<file path="config.mk">
export PLATFORM = sky130hd
export DESIGN_NAME = conjunctive_rule_cover_check
export DESIGN_NICKNAME = d
export VERILOG_FILES = /design/src/design/crcc_pkg.sv /design/src/design/crcc_cfg_regs.sv /design/src/design/crcc_match.sv /design/src/design/conjunctive_rule_cover_check.sv
export SDC_FILE = /design/constraint.sdc
export NUM_CORES = 1
export LEC_CHECK = 0
export ABC_AREA = 1
export BUFFER_PORTS_ARGS = -buffer_cell sky130_fd_sc_hd__buf_2
export CAP_MARGIN = 20
export CORE_MARGIN = 8
export CORE_UTILIZATION = 45
export DETAILED_ROUTE_END_ITERATION = 8
export PLACE_DENSITY = 0.68
export SLEW_MARGIN = 25
export SYNTH_ARGS = -nofsm -noshare
export SYNTH_HDL_FRONTEND = slang
export SYNTH_SLANG_ARGS = --single-unit
export TNS_END_PERCENT = 30
</file>
<file path="constraint.sdc">
create_clock -name clk -period 8.2 [get_ports clk]
set_clock_uncertainty 0.05 [all_clocks]
set_input_delay 1.23 -clock clk [delete_from_list [all_inputs] [get_ports clk]]
set_output_delay 1.23 -clock clk [all_outputs]
set_load 0.02 [all_outputs]
</file>
<file path="src/design/crcc_pkg.sv">
`default_nettype none
package crcc_pkg;

  localparam int unsigned NUM_REGS  = 8;
  localparam int unsigned REG_W     = 51;
  localparam int unsigned FIELD_IDX_W = 16;
  localparam int unsigned CFG_IDX_W = 3;

  typedef enum logic [1:0] {
    CMP_LEQ = 2'd0,
    CMP_GT  = 2'd1,
    CMP_EQ  = 2'd2,
    CMP_NEQ = 2'd3
  } cmp_t;

  typedef struct packed {
    logic       en;
    cmp_t       cmp;
    logic [15:0] idx;
    logic [31:0] thr;
  } cond_t;

  typedef struct packed {
    logic lt;
    logic eq;
    logic unord;
  } fcmp_t;

  // ieee single compare of a against b
  function automatic fcmp_t fcmp(input logic [31:0] a, input logic [31:0] b);
    fcmp_t r;
    logic  a_nan;
    logic  b_nan;
    logic  a_zero;
    logic  b_zero;
    logic  mag_lt;
    a_nan  = (a[30:23] == 8'hff) && (a[22:0] != 23'd0);
    b_nan  = (b[30:23] == 8'hff) && (b[22:0] != 23'd0);
    a_zero = (a[30:0] == 31'd0);
    b_zero = (b[30:0] == 31'd0);
    mag_lt = a[30:0] < b[30:0];
    r.unord = a_nan || b_nan;
    r.eq    = !r.unord && ((a == b) || (a_zero && b_zero));
    if (r.unord || r.eq) begin
      r.lt = 1'b0;
    end else if (a[31] != b[31]) begin
      r.lt = a[31];
    end else if (a[31]) begin
      r.lt = b[30:0] < a[30:0];
    end else begin
      r.lt = mag_lt;
    end
    return r;
  endfunction

  // verdict of one comparator, nan passes everything but eq
  function automatic logic cond_holds(input cmp_t c, input logic [31:0] v,
                                      input logic [31:0] t);
    fcmp_t r;
    logic  h;
    r = fcmp(v, t);
    case (c)
      CMP_LEQ: h = r.unord || r.lt || r.eq;
      CMP_GT:  h = r.unord || !(r.lt || r.eq);
      CMP_EQ:  h = r.eq;
      CMP_NEQ: h = !r.eq;
      default: h = 1'b0;
    endcase
    return h;
  endfunction

endpackage
`default_nettype wire

</file>
<file path="src/design/crcc_cfg_regs.sv">
`default_nettype none
module crcc_cfg_regs (
  input  wire logic                                clk,
  input  wire logic                                rst,
  input  wire logic                                cfg_valid,
  input  wire logic [crcc_pkg::CFG_IDX_W-1:0]      cfg_index,
  input  wire logic                                cfg_index_hi,
  input  wire logic [crcc_pkg::REG_W-1:0]          cfg_data,
  output crcc_pkg::cond_t                          conds [crcc_pkg::NUM_REGS]
);

  logic [crcc_pkg::REG_W-1:0] regs [crcc_pkg::NUM_REGS];

  always_ff @(posedge clk) begin
    if (rst) begin
      for (int i = 0; i < int'(crcc_pkg::NUM_REGS); i++) regs[i] <= '0;
    end else if (cfg_valid && !cfg_index_hi) begin
      regs[cfg_index] <= cfg_data;
    end
  end

  always_comb begin
    for (int i = 0; i < int'(crcc_pkg::NUM_REGS); i++) begin
      conds[i] = crcc_pkg::cond_t'(regs[i]);
    end
  end

endmodule
`default_nettype wire

</file>
<file path="src/design/crcc_match.sv">
`default_nettype none
module crcc_match #(
  parameter int unsigned MAX_CONDITIONS = 8,
  parameter int unsigned INDEX_BITS     = 16
) (
  input  wire logic                         clk,
  input  wire logic                         rst,
  input  wire crcc_pkg::cond_t              conds [crcc_pkg::NUM_REGS],
  input  wire logic                         step,
  input  wire logic [INDEX_BITS-1:0]        idx,
  input  wire logic [31:0]                  value,
  input  wire logic                         has_feature,
  input  wire logic                         last,
  output logic                              res_set,
  output logic                              res_covered
);

  localparam int unsigned N = crcc_pkg::NUM_REGS;
  localparam int unsigned CMP_W = (INDEX_BITS < crcc_pkg::FIELD_IDX_W) ?
                                  INDEX_BITS : crcc_pkg::FIELD_IDX_W;

  logic [N-1:0] cond_seen;
  logic [N-1:0] cond_pass;
  logic [N-1:0] seen_next;
  logic [N-1:0] pass_next;
  logic [N-1:0] ok;
  logic [N-1:0] en;
  logic         cov;

  always_comb begin
    seen_next = cond_seen;
    pass_next = cond_pass;
    for (int i = 0; i < int'(N); i++) begin
      en[i] = (i < int'(MAX_CONDITIONS)) && conds[i].en;
      if (has_feature && en[i] && (conds[i].idx[CMP_W-1:0] == idx[CMP_W-1:0])) begin
        seen_next[i] = 1'b1;
        pass_next[i] = crcc_pkg::cond_holds(conds[i].cmp, value, conds[i].thr);
      end
      ok[i] = !en[i] || (seen_next[i] ? pass_next[i] :
              crcc_pkg::cond_holds(conds[i].cmp, 32'd0, conds[i].thr));
    end
    cov = &ok;
  end

  always_ff @(posedge clk) begin
    if (rst) begin
      cond_seen <= '0;
      cond_pass <= '0;
    end else if (step) begin
      cond_seen <= last ? '0 : seen_next;
      cond_pass <= last ? '0 : pass_next;
    end
  end

  assign res_set     = step && last;
  assign res_covered = cov;

endmodule
`default_nettype wire

</file>
<file path="src/design/conjunctive_rule_cover_check.sv">
`default_nettype none
// conjunctive rule cover check: tells whether one streamed example meets every
// enabled condition of a rule body (up to eight conditions, each a feature
// index, a comparator and a float32 threshold compared with ieee rules).
// features arrive one beat per cycle; every condition is checked against each
// beat in parallel, so the block takes a beat every clock unless the output
// stalls. the beat marked last gives one covered beat out on the following
// cycle; missing features count as +0.0, a repeated index keeps the later
// verdict. config writes should only be made while no example is in flight.
module conjunctive_rule_cover_check #(
  parameter int unsigned MAX_CONDITIONS = 8,
  parameter int unsigned INDEX_BITS     = 16
) (
  input  wire logic                  clk,
  input  wire logic                  rst,
  input  wire logic                  in_valid,
  output logic                       in_ready,
  input  wire logic [INDEX_BITS-1:0] feature_index,
  input  wire logic [31:0]           feature_value,
  input  wire logic                  has_feature,
  input  wire logic                  last,
  output logic                       out_valid,
  input  wire logic                  out_ready,
  output logic                       covered,
  input  wire logic                  cfg_valid,
  output logic                       cfg_ready,
  input  wire logic [31:0]           cfg_index,
  input  wire logic [63:0]           cfg_data
);

  crcc_pkg::cond_t conds [crcc_pkg::NUM_REGS];
  logic step;
  logic res_set;
  logic res_covered;

  // result register frees up in the same cycle it is taken
  assign in_ready  = !out_valid || out_ready;
  assign cfg_ready = 1'b1;
  assign step      = in_valid && in_ready;

  crcc_cfg_regs u_cfg (
    .clk          (clk),
    .rst          (rst),
    .cfg_valid    (cfg_valid),
    .cfg_index    (cfg_index[crcc_pkg::CFG_IDX_W-1:0]),
    .cfg_index_hi (|cfg_index[31:crcc_pkg::CFG_IDX_W]),
    .cfg_data     (cfg_data[crcc_pkg::REG_W-1:0]),
    .conds        (conds)
  );

  crcc_match #(
    .MAX_CONDITIONS (MAX_CONDITIONS),
    .INDEX_BITS     (INDEX_BITS)
  ) u_match (
    .clk         (clk),
    .rst         (rst),
    .conds       (conds),
    .step        (step),
    .idx         (feature_index),
    .value       (feature_value),
    .has_feature (has_feature),
    .last        (last),
    .res_set     (res_set),
    .res_covered (res_covered)
  );

  // output beat register
  always_ff @(posedge clk) begin
    if (rst) begin
      out_valid <= 1'b0;
    end else if (res_set) begin
      out_valid <= 1'b1;
    end else if (out_ready) begin
      out_valid <= 1'b0;
    end
  end

  always_ff @(posedge clk) begin
    if (res_set) begin
      covered <= res_covered;
    end
  end

endmodule
`default_nettype wire

</file>
==> flow_metrics.env, run 1 <==
export IMPL_outcome="completed"
export IMPL_power_uw=5410
export IMPL_fin_setup_tns_ns=0
export IMPL_wl_met3_um=5870
export IMPL_critical_path_top_delay_family="simple AND/OR/NAND/NOR gates"
export IMPL_fin_crit_sh_pct=46.7
export IMPL_die_w_um=256
export IMPL_die_area_sq_um=65600
export IMPL_p_leak_uw=0.0133
export IMPL_cts_resized=0
export IMPL_clock_sinks=426
export IMPL_cts_root_buffer="clkbuf_16"
export IMPL_p_per_area_nw_per_um2=186
export IMPL_start_util_pct=45.2
export IMPL_final_hold_viol_count=0
export IMPL_layout_drive_gt1_share_pct=8.51
export IMPL_synthCells=3016
export IMPL_grtUsageTotal_pct=22.2
export IMPL_path_cells="buf_2 > ha_1 > nand2_1 > inv_1 > nand3_1 > nor3_1 > nand4_1 > o21ai_2 > nand3b_1 > nand2_1 > nand2_1 > nand2_1 > nand3_1 > nand2_1 > nand2_1 > inv_1 > nand2_1 > nor2_1"
export IMPL_slowest_delay_ns=0.58
export IMPL_htree_levels=2
export IMPL_cts_tree="yes"
export IMPL_relSlewSlack_pct=35.8
export IMPL_core_area_sq_um=57400
export IMPL_yosys_area_top_type="edfxtp_1"
export IMPL_ys_ff_latch=426
export IMPL_syn_to_final_growth_pct=12.2
export IMPL_crit_path_max_fanout=8
export IMPL_yosysMostFrequentCell="nor2_1"
export IMPL_synth_top_area_share_pct=47.3
export IMPL_grt_overflow=0
export IMPL_synth_common_cells="nor2_1 (605), nand2_1 (586), inv_1 (487)"
export IMPL_detail_route_wirelength_um=74800
export IMPL_critPathKind="input port to flop"
export IMPL_synth_seq_area_share_pct=48.7
export IMPL_ys_flop_type="edfxtp_1"
export IMPL_viasPerCell=5.22
export IMPL_worst_slew_pin_slew_ns=0.955
export IMPL_antenna_found_initial=2
export IMPL_synth_edf_count=409
export IMPL_ys_types=41
export IMPL_synth_async_reset_ratio_pct=0
export IMPL_cp_slowest_cell="nor3_1"
export IMPL_required_ns=8.56
export IMPL_avgSynthCellArea_sq_um=8.60
export IMPL_synth_area_leaders="edfxtp_1 (47%), ha_1 (12%), nor2_1 (8.8%), nand2_1 (8.5%), inv_1 (7.0%)"
export IMPL_syn_nets=3415
export IMPL_clock_path_buffers=3
export IMPL_crit_path_end_kind="flop"
export IMPL_postCtsSetupRepairBufs=0
export IMPL_clock_power_share_pct=40.9
export IMPL_wl_per_cell_um=18.9
export IMPL_vias=20700
export IMPL_final_nets=3559
export IMPL_drc=0
export IMPL_insertion_delay_ns=0.62
export IMPL_clk_pin_slew_ns=0.06
export IMPL_routed_wl_met2_um=33900
export IMPL_hpwl_um=54100
export IMPL_drt_iter0_drc=1825
export IMPL_die_h_um=256
export IMPL_layout_min_cycle_time_ns=3.83
export IMPL_hold_slack_ns=0.407
export IMPL_p_comb_share_pct=12.3
export IMPL_drv_cap=0
export IMPL_min_path_type="flop to flop"
export IMPL_critPathMostFrequentCell="nand2_1"
export IMPL_syn_area_sq_um=25900
export IMPL_internal_power_uw=4000
export IMPL_crit_arrival_ns=4.19
export IMPL_start_kind="input port"
export IMPL_ir_worst_vdd_mv=0.146
export IMPL_io_pin_count=155
export IMPL_synth_yosys_warnings=0
export IMPL_p_switching_uw=1420
export IMPL_drv_slew=0
export IMPL_hold_buffers=0
export IMPL_gp_congestion=0.955
export IMPL_drt_met1_wl_um=32300
export IMPL_antenna_left=0
export IMPL_rsz0062_at_grt="false"
export IMPL_grt_max_degree=53
export IMPL_grt_first_pass_wirelength_um=113000
export IMPL_fmaxAchievable_mhz=261
export IMPL_crit_buf_inv=3
export IMPL_firstDrtPassIters=5
export IMPL_highest_layer="met5"
export IMPL_finalSetupViolations=0
export IMPL_port_buffer_count=140
export IMPL_numCtsBuffers=47
export IMPL_power_frac_seq_pct=46.8
export IMPL_grt_pass1_vias=19600
export IMPL_swShare_pct=26.2
export IMPL_row_count=88
==> worst register-to-register path: stages (launching register included) <==
cell and delay, ns:
edfxtp_1 0.32, inv_1 0.08, ha_1 0.39, nand2_1 0.07, nor2_1 0.16, nand4_1 0.14
nor3_1 0.75, nand3_1 0.15, nand2_1 0.15, nand2_1 0.08, xnor2_1 0.13, nand2_1 0.06
nand2_1 0.08, nand3_1 0.07, nand2_1 0.06, nand2_1 0.06, inv_1 0.05, nand2_1 0.05
nor2_1 0.26
==> per-stage QoR <==
step / instances / setup WS (ns) / util (%) / instance area (sq um)
after detailed placement: 3876 / 3.88 / 47.9 / 27500
after CTS: 3962 / 4.46 / 50.7 / 29100
after global routing: 3962 / 4.26 / 50.7 / 29100
after floorplan: 3016 / 4.23 / - / 25900
after global placement: 3876 / 3.80 / 47.9 / 27500
final: 3963 / 4.37 / 50.7 / 29100
==> sequential cells by signal, indices dropped and copies added (netlist names) <==
| name | cells |
|---|---|
| u_match.cond_seen | 8 |
| u_cfg.regs | 408 |
| out_valid | 1 |
| covered | 1 |
| u_match.cond_pass | 8 |
==> kinds of logic (layout without fill, tap and decap cells) <==
kind of cell / after synthesis / count (layout) / share of synthesized area (%)
compound gates: 241 / 241 / 5.32
xor+xnor: 68 / 68 / 2.30
fa+ha+maj: 248 / 248 / 12.0
buf+inv: 564 / 745 / 8.28
flops: 426 / 426 / 48.7
other cells: 1 / 2 / 0.0145
simple gates: 1468 / 1468 / 23.5
==> final cells by class <==
cell class / instances / area, sq um
timing repair buffer: 156 / 821
tap: 765 / 957
antenna: 1 / 2.50
clock buffer: 67 / 1330
sequential: 426 / 12600
clock inverter: 19 / 278
inverter: 503 / 1890
multi-input combinational: 2026 / 11200
fill: 5340 / 28300
==> layout by cell type (no fill, tap or decap), types with 6 or more instances in the layout <==
cell type | synthesis | routed
nor2_1 | 605 | 605
nand2_1 | 586 | 570
inv_1 | 487 | 487
edfxtp_1 | 409 | 409
ha_1 | 248 | 248
buf_2 | 16 | 140
a21oi_1 | 112 | 112
nand3_1 | 103 | 103
nand4_1 | 90 | 90
o21ai_0 | 54 | 54
clkbuf_16 | 0 | 47
xnor2_1 | 41 | 41
nor4_1 | 30 | 30
xor2_1 | 27 | 27
nor3_1 | 26 | 26
a211oi_1 | 21 | 21
nand2_2 | 2 | 18
dfxtp_1 | 17 | 17
buf_4 | 3 | 16
inv_2 | 15 | 15
o22ai_1 | 12 | 12
clkbuf_1 | 42 | 12
a21o_1 | 10 | 10
nand3b_1 | 8 | 8
clkbuf_8 | 0 | 8
clkinv_1 | 1 | 7
o211ai_1 | 7 | 7
o21ai_1 | 6 | 6
==> layer usage <==
layer / GRT usage [%] / vias up
li1: - / 10200
met1: 29.8 / 9637
met2: 36.0 / 730
met3: 3.67 / 129
met4: 8.06 / 2
met5: 0 / -
==> power groups by stage <==
stage | clock network [uW] | registers (uW) | logic [uW]
floorplan | 0 | 2570 | 419
global placement | 0 | 2580 | 645
detailed placement | 0 | 2580 | 659
CTS | 2230 | 2530 | 664
global route | 2310 | 2550 | 750
finish | 2210 | 2530 | 664
==> path summary, 6_finish.rpt <==
| kind | startpoint | cells after the start | slack [ns] | end |
|---|---|---|---|---|
| worst max register to register | u_cfg.regs[2][15]$_SDFFCE_PN0P_ | 18 | 4.87 | covered$_DFFE_PP_ |
| worst max-delay path | feature_value[14] | 18 | 4.37 | covered$_DFFE_PP_ |
| worst min register to register | u_match.cond_seen[3]$_SDFFE_PP0P_ | 2 | 0.41 | u_match.cond_seen[3]$_SDFFE_PP0P_ |
| worst min-delay path | u_match.cond_seen[3]$_SDFFE_PP0P_ | 2 | 0.41 | u_match.cond_seen[3]$_SDFFE_PP0P_ |
Power figures use the tool's default switching activity.
==> run 2, diff against run 1 <==
==> constraint.sdc (replaced) <==
create_clock -name clk -period 3.9 [get_ports clk]
set_clock_uncertainty 0.05 [all_clocks]
set_input_delay 0.585 -clock clk [delete_from_list [all_inputs] [get_ports clk]]
set_output_delay 0.585 -clock clk [all_outputs]
set_load 0.02 [all_outputs]
==> flow_metrics.env, run 2 (synthesized netlist as in run 1, its figures left out) <==
export IMPL_drc=0
export IMPL_drv_slew=0
export IMPL_hold_slack_ns=0.349
export IMPL_clk_pin_slew_ns=0.06
export IMPL_start_util_pct=45.2
export IMPL_layout_min_cycle_time_ns=2.91
export IMPL_port_buffer_count=140
export IMPL_die_h_um=256
export IMPL_relSlewSlack_pct=43.1
export IMPL_grt_first_pass_wirelength_um=115000
export IMPL_final_hold_viol_count=0
export IMPL_postCtsSetupRepairBufs=0
export IMPL_pre_cts_slack_ns=0.613
export IMPL_diodes=0
export IMPL_final_common_cell="nor2_1"
export IMPL_min_from="cfg_data[42]"
export IMPL_setup_ws_ns=0.988
export IMPL_fillCellCount=5322
export IMPL_crit_path_end_kind="flop"
export IMPL_top_regs="u_cfg.regs x408, u_match.cond_pass x8, u_match.cond_seen x8"
export IMPL_busiest_layer="met2"
export IMPL_crit_path_max_fanout=3
export IMPL_syn_to_final_growth_pct=12.3
export IMPL_antenna_found_initial=3
export IMPL_hpwl_um=55700
export IMPL_fin_setup_tns_ns=0
export IMPL_slowest_delay_ns=0.60
export IMPL_clock_path_buffers=3
export IMPL_critPathKind="flop to flop"
export IMPL_layout_drive_gt1_share_pct=8.85
export IMPL_rsz0062_at_grt="false"
export IMPL_cts_tree="yes"
export IMPL_met1_usage_pct=30.3
export IMPL_critPathMostFrequentCell="nand2_1"
export IMPL_drv_cap=0
export IMPL_viasPerCell=5.27
export IMPL_outcome="completed"
export IMPL_row_count=88
export IMPL_worst_slew_pin_slew_ns=0.846
export IMPL_r2r_cells=16
export IMPL_grtUsageTotal_pct=22.7
export IMPL_min_to="u_cfg.regs[6][42]$_SDFFCE_PN0P_"
export IMPL_p_per_area_nw_per_um2=381
export IMPL_vias=20900
export IMPL_regToRegEndpoint="covered$_DFFE_PP_"
export IMPL_largest_reg_flops=408
export IMPL_die_area_sq_um=65600
export IMPL_finalSetupViolations=0
export IMPL_grt_max_degree=52
export IMPL_wl_per_cell_um=19.2
export IMPL_cts_root_buffer="clkbuf_16"
export IMPL_reg2reg_setup_slack_ns=0.99
export IMPL_multi_input_area_sq_um=11200
export IMPL_antenna_left=0
export IMPL_insertion_delay_ns=0.62
export IMPL_reg2reg_from="u_cfg.regs[4][1]$_SDFFCE_PN0P_"
export IMPL_grt_pass1_vias=19900
export IMPL_clock_sinks=426
export IMPL_htree_levels=2
export IMPL_io_pin_count=155
export IMPL_regMostFlops="u_cfg.regs"
export IMPL_crit_arrival_ns=3.23
export IMPL_drt_iter0_drc=1953
export IMPL_hold_buffers=0
export IMPL_worstHoldPathCells=3
export IMPL_cts_resized=0
export IMPL_required_ns=4.22
export IMPL_seqCellArea_sq_um=12600
export IMPL_grt_overflow=0
export IMPL_start_kind="flop"
export IMPL_use_met2_pct=36.2
export IMPL_ir_worst_vdd_mv=0.321
export IMPL_gp_congestion=0.963
export IMPL_numCtsBuffers=47
export IMPL_firstDrtPassIters=6
export IMPL_cp_slowest_cell="o211ai_1"
export IMPL_detail_route_wirelength_um=76400
export IMPL_core_area_sq_um=57400
export IMPL_fmaxAchievable_mhz=343
export IMPL_min_path_type="input port to flop"
export IMPL_final_nets=3571
export IMPL_power_uw=11100
export IMPL_p_leak_uw=0.0134
export IMPL_die_w_um=256
export IMPL_met3_usage_pct=4.48
export IMPL_fin_crit_sh_pct=74.7
export IMPL_layout_common_cells="nor2_1 (605), nand2_1 (570), inv_1 (487)"
export IMPL_path_cells="nor2_1 > nand3_1 > nor2_1 > nand2_1 > o211ai_1 > nand2_1 > nor2_1 > nand2_1 > a21oi_1 > nand2_1 > nand3_1 > nand2_1 > nand2_1 > inv_1 > nand2_1 > nor2_1"
## run 2: worst max path at each step
stage	from	endpoint	slack (ns)	cells past startpoint
6_report	u_cfg.regs[4][1]$_SDFFCE_PN0P_	covered$_DFFE_PP_	0.99	16
5_1_grt	u_cfg.regs[4][15]$_SDFFCE_PN0P_	covered$_DFFE_PP_	0.73	16
4_1_cts	u_cfg.regs[4][15]$_SDFFCE_PN0P_	covered$_DFFE_PP_	1.02	16
3_5_place_dp	feature_value[0]	covered$_DFFE_PP_	0.61	19
3_3_place_gp	feature_value[30]	covered$_DFFE_PP_	0.64	19
2_1_floorplan	rst	u_cfg.regs[1][0]$_SDFFCE_PN0P_	0.58	7
## run 2: critical path, delay by kind of cell (launching register included)
| kind | cells | cell delay, ns |
|---|---|---|
| buf+inv | 1 | 0.04 |
| simple gates | 13 | 1.53 |
| flops | 1 | 0.38 |
| compound gates | 2 | 0.72 |
## run 2: layout make-up
type / count / share of cell area [%]
clock buffer: 60 / 4.34
clock inverter: 26 / 0.786
inverter: 503 / 6.48
multi-input combinational: 2026 / 38.5
sequential: 426 / 43.3
tap: 765 / 3.29
timing repair buffer: 168 / 3.30
## run 2: power breakdown
group	switching, uW	internal [uW]	leakage (uW)
sequential	106	5220	0.00402
clock	1900	2450	0.000731
combinational	959	464	0.00860
## run 2: per-stage QoR
| step | util [%] | area, sq um | cells |
|---|---|---|---|
| floorplan | - | 25900 | 3016 |
| global placement | 48.2 | 27600 | 3888 |
| detailed placement | 48.2 | 27600 | 3888 |
| CTS | 50.8 | 29100 | 3974 |
| global route | 50.8 | 29100 | 3974 |
| finish | 50.8 | 29100 | 3974 |
## run 2: routing by layer
layer / up-vias / share of wire, % / wire (um)
met1: 9690 / 42 / 32200
li1: 10200 / - / -
met3: 144 / 9.1 / 6940
met5: - / 0.052 / 40
met2: 851 / 45 / 34300
met4: 6 / 3.8 / 2940
==> run 3, diff against run 2 <==
--- a/config.mk
+++ b/config.mk
@@ -11,7 +11,7 @@
 export CORE_MARGIN = 8
 export CORE_UTILIZATION = 45
 export DETAILED_ROUTE_END_ITERATION = 8
-export PLACE_DENSITY = 0.68
+export PLACE_DENSITY = 0.7
 export SLEW_MARGIN = 25
 export SYNTH_ARGS = -nofsm -noshare
 export SYNTH_HDL_FRONTEND = slang
==> constraint.sdc (replaced) <==
create_clock -name clk -period 2.5 [get_ports clk]
set_clock_uncertainty 0.05 [all_clocks]
set_input_delay 0.375 -clock clk [delete_from_list [all_inputs] [get_ports clk]]
set_output_delay 0.375 -clock clk [all_outputs]
set_load 0.02 [all_outputs]
==> flow_metrics.env, run 3 (synthesized netlist as in run 1, its figures left out) <==
export IMPL_die_area_sq_um=65600
export IMPL_start_kind="flop"
export IMPL_path_cells="inv_1 > ha_1 > nand2_1 > nor2_1 > buf_4 > nand2_1 > nand2_1 > a21oi_1 > nand2_1 > nand2_1 > nand2_1 > nand2_1 > nand2_1 > a21oi_1 > nand2_2 > nand3_1 > nand2_1 > nand2_1 > inv_1 > nand2_1 > nor2_1"
export IMPL_antenna_found_initial=4
export IMPL_io_pin_count=155
export IMPL_drt_iter0_drc=2090
export IMPL_ir_worst_vdd_mv=0.581
export IMPL_clk_pin_slew_ns=0.07
export IMPL_vias=22300
export IMPL_layout_common_cells="nor2_1 (594), nand2_1 (545), inv_1 (468)"
export IMPL_final_common_cell="nor2_1"
export IMPL_finalSetupViolations=2
export IMPL_antenna_left=0
export IMPL_required_ns=2.82
export IMPL_layout_drive_gt1_share_pct=19.3
export IMPL_regMostFlops="u_cfg.regs"
export IMPL_fmaxAchievable_mhz=376
export IMPL_top_regs="u_cfg.regs x408, u_match.cond_pass x8, u_match.cond_seen x8"
export IMPL_detail_route_wirelength_um=80900
export IMPL_start_util_pct=45.2
export IMPL_worst_slew_pin_slew_ns=0.804
export IMPL_cts_tree="yes"
export IMPL_drc=0
export IMPL_min_path_type="input port to flop"
export IMPL_row_count=88
export IMPL_pre_cts_slack_ns=-0.467
export IMPL_gp_congestion=0.964
export IMPL_hold_slack_ns=0.0429
export IMPL_layout_min_cycle_time_ns=2.66
export IMPL_grtUsageTotal_pct=23.8
export IMPL_hold_buffers=0
export IMPL_largest_reg_flops=408
export IMPL_crit_arrival_ns=2.98
export IMPL_grt_pass1_vias=21300
export IMPL_power_uw=18200
export IMPL_setup_ws_ns=-0.159
export IMPL_grt_max_degree=52
export IMPL_drv_cap=0
export IMPL_crit_path_end_kind="flop"
export IMPL_r2r_cells=21
export IMPL_wl_per_cell_um=19.0
export IMPL_crit_path_max_fanout=3
export IMPL_clock_sinks=426
export IMPL_firstDrtPassIters=5
export IMPL_p_leak_uw=0.0149
export IMPL_port_buffer_count=140
export IMPL_violations="setup timing"
export IMPL_core_area_sq_um=57400
export IMPL_p_per_area_nw_per_um2=567
export IMPL_critPathMostFrequentCell="nand2_1"
export IMPL_final_nets=3852
export IMPL_relSlewSlack_pct=46.4
export IMPL_grt_first_pass_wirelength_um=122000
export IMPL_fin_crit_sh_pct=106
export IMPL_insertion_delay_ns=0.65
export IMPL_viasPerCell=5.24
export IMPL_rsz0062_at_grt="true"
export IMPL_die_h_um=256
export IMPL_syn_to_final_growth_pct=23.8
export IMPL_worstHoldPathCells=4
export IMPL_slowest_delay_ns=0.43
export IMPL_clock_path_buffers=3
export IMPL_critPathKind="flop to flop"
export IMPL_die_w_um=256
export IMPL_grt_overflow=0
export IMPL_diodes=0
export IMPL_outcome="complete, but fails checks"
export IMPL_htree_levels=2
export IMPL_utilization_pct=56.0
export IMPL_cp_slowest_cell="edfxtp_1"
export IMPL_drv_slew=0
export IMPL_hpwl_um=60900
export IMPL_numCtsBuffers=48
export IMPL_cts_root_buffer="clkbuf_16"
export IMPL_final_hold_viol_count=0
[run 3: cell types whose count changed in the layout (fill, tap and decap cells not counted), moves of 10 or more]
cell | previous run | this run
nor3_1 | 26 | 16
nor2_1 | 605 | 594
nand2_1 | 570 | 545
nand3_1 | 103 | 88
nand3_2 | 0 | 13
nand2_2 | 18 | 39
buf_4 | 24 | 281
ha_1 | 248 | 234
inv_2 | 15 | 34
ha_4 | 0 | 13
buf_12 | 4 | 26
inv_1 | 487 | 468
[run 3: per-layer routing]
layer / part of all wire, % / wire length, um / vias up / global-route usage (%)
met1: 42 / 33800 / 10400 / 31.5
li1: - / - / 10800 / -
met3: 8.1 / 6540 / 154 / 3.53
met5: 0.038 / 31 / - / 0
met4: 3.8 / 3060 / 6 / 7.66
met2: 46 / 37500 / 905 / 39.9
[run 3: timing repair]
item                                    CTS  global route
pin swaps                                18            46
endpoints found under the setup margin    2             5
buffers inserted                          4             6
gates resized for setup                  34            83
[run 3: per-stage QoR]
step	std cells	area, sq um	setup TNS [ns]
floorplan	3016	26000	-31.14
global placement	4158	30000	-1.35
detailed placement	4158	30000	-1.67
CTS	4252	31700	-0.108
global route	4258	32100	-0.438
finish	4258	32100	-0.187
[run 3: area by class of cell]
class	instances	area [sq um]
Timing Repair Buffer	448	3340
Clock inverter	35	382
Inverter	503	1890
Multi-Input combinational cell	2026	11700
Sequential cell	426	12600
Clock buffer	55	1230
Fill cell	5091	25200
Tap cell	765	957
[run 3: final timing paths]
path | startpoint | end | slack (ns)
hold reg to reg | u_match.cond_seen[5]$_SDFFE_PP0P_ | u_match.cond_seen[5]$_SDFFE_PP0P_ | 0.41
setup / recovery | u_cfg.regs[3][27]$_SDFFCE_PN0P_ | covered$_DFFE_PP_ | -0.16
hold / removal | out_ready | out_valid$_SDFFE_PP0P_ | 0.04
setup reg to reg | u_cfg.regs[3][27]$_SDFFCE_PN0P_ | covered$_DFFE_PP_ | -0.16
[run 3: where the power goes]
group | switching [uW] | leakage [uW] | internal, uW | total (uW)
Sequential | 169 | 0.00402 | 8140 | 8310
Combinational | 1640 | 0.0101 | 1050 | 2680
Clock | 3130 | 0.000777 | 4090 | 7220
[run 3: worst max-delay path, delay by kind of cell (launching register included)]
family,cells,cell delay (ns)
AO/OA/AOI/OAI,2,0.40
adder cells (fa/ha/maj),1,0.22
buffers and inverters,3,0.27
flip-flops,1,0.43
AND/OR/NAND/NOR,15,1.05
